[config.mk]
export PLATFORM = sky130hd
export DESIGN_NAME = wlan_ie_capability_scanner
export DESIGN_NICKNAME = d
export VERILOG_FILES = /design/src/sv/wics_pkg.sv /design/src/sv/wlan_ie_capability_scanner.sv /design/src/sv/wics_parser.sv
export SDC_FILE = /design/constraint.sdc
export NUM_CORES = 1
export LEC_CHECK = 0
export ABC_CLOCK_PERIOD_IN_PS = 5200
export BUFFER_PORTS_ARGS = -buffer_cell sky130_fd_sc_hd__buf_2
export CAP_MARGIN = 40
export CORE_ASPECT_RATIO = 1.75
export CORE_UTILIZATION = 45
export DETAILED_ROUTE_END_ITERATION = 8
export HOLD_SLACK_MARGIN = 0.08
export PLACE_DENSITY = 0.61
export SKIP_CTS_REPAIR_TIMING = 1
export SYNTH_ARGS = -nofsm -noshare
export SYNTH_HDL_FRONTEND = slang
export SYNTH_SLANG_ARGS = --single-unit
[constraint.sdc]
create_clock -name clk -period 5.2 [get_ports clk]
set_clock_uncertainty 0.15 [all_clocks]
set_input_delay 1.04 -clock clk [delete_from_list [all_inputs] [get_ports clk]]
set_output_delay 1.04 -clock clk [all_outputs]
set_load 0.02 [all_outputs]
[src/sv/wics_pkg.sv]
// Shared types and constants for the 802.11 information element capability scanner.
// No dependencies.
`timescale 1ns / 1ps

package wics_pkg;

	// element ids
	localparam logic [7:0] ID_RSN    = 8'd48;
	localparam logic [7:0] ID_HT     = 8'd45;
	localparam logic [7:0] ID_VHT    = 8'd191;
	localparam logic [7:0] ID_VENDOR = 8'd221;
	localparam logic [7:0] ID_EXT    = 8'd255;
	localparam logic [7:0] EXT_HE_CAP = 8'd35;

	// vendor OUI plus type for WPA
	localparam logic [7:0] WPA_PREFIX [4] = '{8'h00, 8'h50, 8'hF2, 8'h01};
	localparam logic [2:0] PREFIX_LEN = 3'd4;

	typedef enum logic [1:0] {
		PH_ID  = 2'd0,
		PH_LEN = 2'd1,
		PH_PAY = 2'd2
	} phase_t;

	// one input request
	typedef struct packed {
		logic [7:0] data_byte;
		logic       has_byte;
		logic       last;
	} item_t;

	// capability flags, has_rsn in bit 0
	typedef struct packed {
		logic has_he;
		logic has_vht;
		logic has_ht;
		logic has_wpa;
		logic has_rsn;
	} flags_t;

endpackage

[src/sv/wlan_ie_capability_scanner.sv]
// End of list: the input stage loads the result register, which drives m_axis_tvalid.
// Throughput: one request per cycle; the input stalls only while an end-of-list request
// sits in the input stage and the result register is full and not being taken.
// Reset (arst_n low, asynchronous): empties both stages and clears the parse state.
// Depends on wics_pkg and wics_parser.
`timescale 1ns / 1ps

module wlan_ie_capability_scanner import wics_pkg::*; (
	input  logic       clk,
	input  logic       arst_n,
	input  logic       s_axis_tvalid,
	output logic       s_axis_tready,
	input  logic [7:0] s_axis_tdata,   // [7:0] data_byte
	input  logic       s_axis_tuser,   // [0] has_byte
	input  logic       s_axis_tlast,   // last
	output logic       m_axis_tvalid,
	input  logic       m_axis_tready,
	output logic [7:0] m_axis_tdata    // [0] has_rsn [1] has_wpa [2] has_ht [3] has_vht
	                                   // [4] has_he [7:5] zero
);

	logic   valid_s1;
	item_t  item_s1;
	logic   advance;
	flags_t result;
	flags_t flags_q;
	logic   out_valid_q;

	// end-of-list requests need a free result slot; others always drain
	assign advance       = valid_s1 && (!item_s1.last || !out_valid_q || m_axis_tready);
	assign s_axis_tready = !valid_s1 || advance;

	always_ff @(posedge clk or negedge arst_n) begin
		if (!arst_n) begin
			valid_s1 <= 1'b0;
		end else if (s_axis_tready) begin
			valid_s1 <= s_axis_tvalid;
		end
	end

	always_ff @(posedge clk) begin
		if (s_axis_tvalid && s_axis_tready) begin
			item_s1 <= '{data_byte: s_axis_tdata, has_byte: s_axis_tuser,
				last: s_axis_tlast};
		end
	end

	wics_parser u_parser (
		.clk    (clk),
		.arst_n (arst_n),
		.step   (advance),
		.item   (item_s1),
		.result (result)
	);

	always_ff @(posedge clk or negedge arst_n) begin
		if (!arst_n) begin
			out_valid_q <= 1'b0;
		end else if (advance && item_s1.last) begin
			out_valid_q <= 1'b1;
		end else if (m_axis_tready) begin
			out_valid_q <= 1'b0;
		end
	end

	always_ff @(posedge clk) begin
		if (advance && item_s1.last)
			flags_q <= result;
	end

	assign m_axis_tvalid = out_valid_q;
	assign m_axis_tdata  = {3'b000, flags_q};

	a_accept_fills: assert property (@(posedge clk) disable iff (!arst_n)
		s_axis_tvalid && s_axis_tready |=> valid_s1)
		else $error("accepted request lost from input stage");

	a_end_loads: assert property (@(posedge clk) disable iff (!arst_n)
		advance && item_s1.last |=> out_valid_q)
		else $error("end of list did not produce a result");

	a_blocked_holds: assert property (@(posedge clk) disable iff (!arst_n)
		valid_s1 && item_s1.last && out_valid_q && !m_axis_tready |=> valid_s1)
		else $error("end request dropped while result pending");

	a_empty_ready: assert property (@(posedge clk) disable iff (!arst_n)
		!valid_s1 |-> s_axis_tready)
		else $error("empty input stage not ready");

endmodule

[src/sv/wics_parser.sv]
// Element list parse state and per-byte update for the capability scanner.
// Depends on wics_pkg.
`timescale 1ns / 1ps

module wics_parser import wics_pkg::*; (
	input  logic   clk,
	input  logic   arst_n,
	input  logic   step,      // consume item this cycle
	input  item_t  item,
	output flags_t result     // flags including this item, valid when step && item.last
);

	phase_t     phase_q, phase_d;
	logic [7:0] elem_id_q, elem_id_d;
	logic [7:0] left_q, left_d;
	logic [2:0] idx_q, idx_d;
	logic       match_q, match_d;
	logic [7:0] len_q, len_d;
	flags_t     found_q, found_d;

	function automatic flags_t commit_flag(input logic [7:0] id, input logic [7:0] len,
			input logic pm);
		flags_t f;
		f = '0;
		priority if (id == ID_RSN) begin
			f.has_rsn = 1'b1;
		end else if (id == ID_HT) begin
			f.has_ht = 1'b1;
		end else if (id == ID_VHT) begin
			f.has_vht = 1'b1;
		end else if (id == ID_VENDOR && len >= 8'd4 && pm) begin
			f.has_wpa = 1'b1;
		end else if (id == ID_EXT && len >= 8'd1 && pm) begin
			f.has_he = 1'b1;
		end else begin
			f = '0;
		end
		return f;
	endfunction

	logic [7:0] left_dec;
	assign left_dec = left_q - 8'd1;

	always_comb begin
		phase_d   = phase_q;
		elem_id_d = elem_id_q;
		left_d    = left_q;
		idx_d     = idx_q;
		match_d   = match_q;
		len_d     = len_q;
		found_d   = found_q;
		if (step && item.has_byte) begin
			unique case (phase_q)
				PH_LEN: begin
					len_d   = item.data_byte;
					left_d  = item.data_byte;
					idx_d   = '0;
					match_d = 1'b1;
					if (item.data_byte == 8'd0) begin
						found_d = found_q | commit_flag(elem_id_q, 8'd0, 1'b1);
						phase_d = PH_ID;
					end else begin
						phase_d = PH_PAY;
					end
				end
				PH_PAY: begin
					if (elem_id_q == ID_VENDOR && idx_q < PREFIX_LEN) begin
						if (item.data_byte != WPA_PREFIX[idx_q[1:0]])
							match_d = 1'b0;
					end else if (elem_id_q == ID_EXT && idx_q == 3'd0) begin
						if (item.data_byte != EXT_HE_CAP)
							match_d = 1'b0;
					end
					if (idx_q < PREFIX_LEN)
						idx_d = idx_q + 3'd1;
					left_d = left_dec;
					if (left_dec == 8'd0) begin
						found_d = found_q | commit_flag(elem_id_q, len_q, match_d);
						phase_d = PH_ID;
					end
				end
				default: begin
					// unused phase code behaves as id
					elem_id_d = item.data_byte;
					phase_d   = PH_LEN;
				end
			endcase
		end
		result = found_d;
		if (step && item.last) begin
			phase_d   = PH_ID;
			elem_id_d = '0;
			left_d    = '0;
			idx_d     = '0;
			match_d   = 1'b0;
			len_d     = '0;
			found_d   = '0;
		end
	end

	always_ff @(posedge clk or negedge arst_n) begin
		if (!arst_n) begin
			phase_q   <= PH_ID;
			elem_id_q <= '0;
			left_q    <= '0;
			idx_q     <= '0;
			match_q   <= 1'b0;
			len_q     <= '0;
			found_q   <= '0;
		end else begin
			phase_q   <= phase_d;
			elem_id_q <= elem_id_d;
			left_q    <= left_d;
			idx_q     <= idx_d;
			match_q   <= match_d;
			len_q     <= len_d;
			found_q   <= found_d;
		end
	end

	a_clear_after_last: assert property (@(posedge clk) disable iff (!arst_n)
		step && item.last |=> phase_q == PH_ID && found_q == '0)
		else $error("parse state not cleared after end of list");

	a_idx_sat: assert property (@(posedge clk) disable iff (!arst_n)
		idx_q <= PREFIX_LEN)
		else $error("payload index past saturation");

endmodule
==> reports/metrics.json <==
{
  "yosysWarnings": 0,
  "portBuffers": 20,
  "timing_worst_setup_path_type": "input pin to primary output",
  "net-switching-power_mw": 0.514,
  "timing.hold.worst.class": "flop to flop",
  "ys_seq_elements": 52,
  "setup_repair_after_global_routing_missed_its_margin": "no",
  "wl_per_cell_um": 16.2,
  "tritoncts_buffer_count": 5,
  "area_growth_syn_to_layout_pct": 9.28,
  "final_core_utilization_pct": 51.4,
  "synthArstFlopShare_pct": 71.2,
  "setup.worst_path.start_class": "input pin",
  "initial_standard_cell_utilization_of_the_core_pct": 47.0,
  "worstSetupStartpoint": "m_axis_tready",
  "drt_pre_antenna_iters": 4,
  "critPathCapture": "s_axis_tready",
  "period_minus_slack_ps": 2840,
  "antenna_left": 0,
  "regToRegEndpoint": "m_axis_tdata[2]",
  "clock_tree.root_cell": "clkbuf_8",
  "fin_tns_setup_ps": 0,
  "cts-htree-levels": 2,
  "grt_first_pass_wirelength_mm": 10.8,
  "first_iter_violations": 105,
  "routed-via-count": 2265,
  "worst_r2r_startpoint": "u_parser.left_q[0]",
  "syn-cell-area_sq_um": 2760,
  "layout_commonest_cell": "nand2_1",
  "r2r_slack_ps": 2600,
  "slew_violations": 0,
  "hold-worst-slack_ps": 343,
  "final.setup.worst_slack_ps": 2360,
  "num_antenna_cells": 0,
  "cp-end-kind": "primary output",
  "path_clk_slew_ps": 100,
  "globalplace.congestion": 0.846,
  "floorplan.rows": 37,
  "power.leakage_nw": 1.22,
  "maximum_buffer_depth_of_the_clock_tree": 2,
  "min_delay_path_depth": 2,
  "total_routing_usage_gr_pct": 22.6,
  "worstPathArrival_ps": 1650,
  "filler_cell_count": 576,
  "power_switching_share_pct": 39.7,
  "postRouteWirelength_mm": 6.29,
  "core_area_sq_um": 5880,
  "fin_total_pwr_mw": 1.30,
  "tightest_slew_ps": 603,
  "rr_worst_depth": 7,
  "layout-drive-gt1-share_pct": 12.9,
  "synth_top_cells_by_area": "dfrtp_1, edfxtp_1, nand2_1",
  "clock_tree_from_tritoncts": "done",
  "dp_hpwl_mm": 4.71,
  "aggregate_global_routing_overflow": 0,
  "sequentialPowerShare_pct": 47.4,
  "timing.final.hold_violations": 0,
  "layout.cells.most_common_list": "nand2_1, dfrtp_1, o21ai_0, buf_2, a21oi_1",
  "synthDominantCellAreaShare_pct": 33.5,
  "numClockSinks": 52,
  "layout.nets": 331,
  "via_density_per_instance": 5.82,
  "yosysTopAreaCell": "dfrtp_1",
  "synth_cells": 293,
  "power_density_nw_per_um2": 429,
  "boundaryPins": 24,
  "detailedPlace.worstSlack_ps": 2360,
  "drc_errors": 0,
  "synth_sequential_area_ratio_pct": 49.8,
  "setup-violations-final": 0,
  "fp.dieW_um": 61.2,
  "die_height_um": 106,
  "run_status": "complete, no violations",
  "path_max_fanout": 4,
  "synth_top_flop_cell": "dfrtp_1",
  "finalCritPeriodShare_pct": 54.6,
  "internal-power_mw": 0.781,
  "first_global_vias": 2221,
  "die-area_sq_um": 6470,
  "slew_headroom_pct": 59.8,
  "syn_avg_cell_area_sq_um": 9.43,
  "synth_edf_count": 15,
  "grt_max_degree": 26,
  "worst_ep_required_time_ps": 4010,
  "ir_worst_vdd_mv": 0.243,
  "comb_power_share_pct": 33.8,
  "synth.distinct_cells": 54,
  "fmax_ghz": 0.352,
  "antenna_found_initial": 0,
  "max_cap_viols": 0,
  "power_frac_clock_pct": 18.8,
  "clkLatencyLatePin_ps": 310
}
## state kept, by name, indices dropped and copies added (netlist names)
name                flops
u_parser.elem_id_q      8
u_parser.idx_q          3
m_axis_tvalid           1
u_parser.phase_q        2
u_parser.left_q         8
valid_s1                1
u_parser.found_q        5
item_s1                10
u_parser.len_q          8
u_parser.match_q        1
m_axis_tdata            5
## Yosys cell counts (all sizes together) (2+ instances only)
library cell,count
nor3b,3
or3,3
a21oi,17
a211oi,2
and2,5
nand2b,4
nand2,44
a31o,2
nor4bb,2
xor2,2
o21ai,33
inv,9
o211ai,4
dfrtp,37
nor3,13
o31ai,6
a31oi,4
o2bb2ai,5
clkbuf,10
ha,7
nor2,13
buf,5
nand4,4
or4,3
edfxtp,15
nor4,9
nand3,11
## through the flow
step | std cells | cell area (sq um)
after floorplan | 295 | 2770
after global placement | 379 | 2900
after detailed placement | 381 | 2930
after CTS | 389 | 3020
after global routing | 389 | 3020
final | 389 | 3020
## logic make-up (layout without fill, tap and decap cells)
group / after synthesis / count (layout) / share of synthesized area (%)
other: 1 / 3 / 0.136
AO/OA/AOI/OAI: 80 / 80 / 18.1
adder cells (fa/ha/maj): 7 / 7 / 3.17
buffers and inverters: 25 / 41 / 4.12
multiplexers: 1 / 1 / 0.362
AND/OR/NAND/NOR: 124 / 124 / 23.4
XOR/XNOR: 3 / 3 / 0.951
flip-flops: 52 / 52 / 49.8
## power by group through the flow
stage / sequential, mW / clock, mW / combinational (mW)
3_3_place_gp: 0.616 / 0 / 0.426
5_1_grt: 0.627 / 0.264 / 0.508
2_1_floorplan: 0.574 / 0 / 0.366
6_report: 0.614 / 0.244 / 0.438
4_1_cts: 0.611 / 0.247 / 0.437
3_5_place_dp: 0.620 / 0 / 0.435
## layer usage
| metal | part of all wire [%] | GRT usage [%] | up-vias |
|---|---|---|---|
| met5 | 0 | 0 | - |
| met4 | 4.9 | 13.5 | 0 |
| met3 | 3.3 | 3.31 | 22 |
| met2 | 51 | 35.7 | 55 |
| met1 | 41 | 27.9 | 1083 |
| li1 | - | - | 1105 |
## cell type report
cell class / instances / area [sq um] / share of cell area [%]
clock buffer: 5 / 68.8 / 2.28
timing repair buffer: 23 / 135 / 4.47
inverter: 10 / 37.5 / 1.24
tap: 78 / 97.6 / 3.23
clock inverter: 3 / 23.8 / 0.787
multi-input combinational: 218 / 1280 / 42.4
sequential: 52 / 1380 / 45.6
## critical path, stage by stage
cell      delay [ps]
buf_2            100
nand2b_1         160
nand2b_1         180
buf_2            170
## worst min-delay path by stage
stage	start	end	slack [ps]
after floorplan	u_parser.len_q[2]	u_parser.len_q[2]	290
after global placement	u_parser.len_q[2]	u_parser.len_q[2]	310
after detailed placement	u_parser.len_q[5]	u_parser.len_q[5]	320
after CTS	u_parser.len_q[5]	u_parser.len_q[5]	350
after global routing	u_parser.len_q[6]	u_parser.len_q[6]	380
final	u_parser.len_q[2]	u_parser.len_q[2]	340
Power figures use the tool's default switching activity.
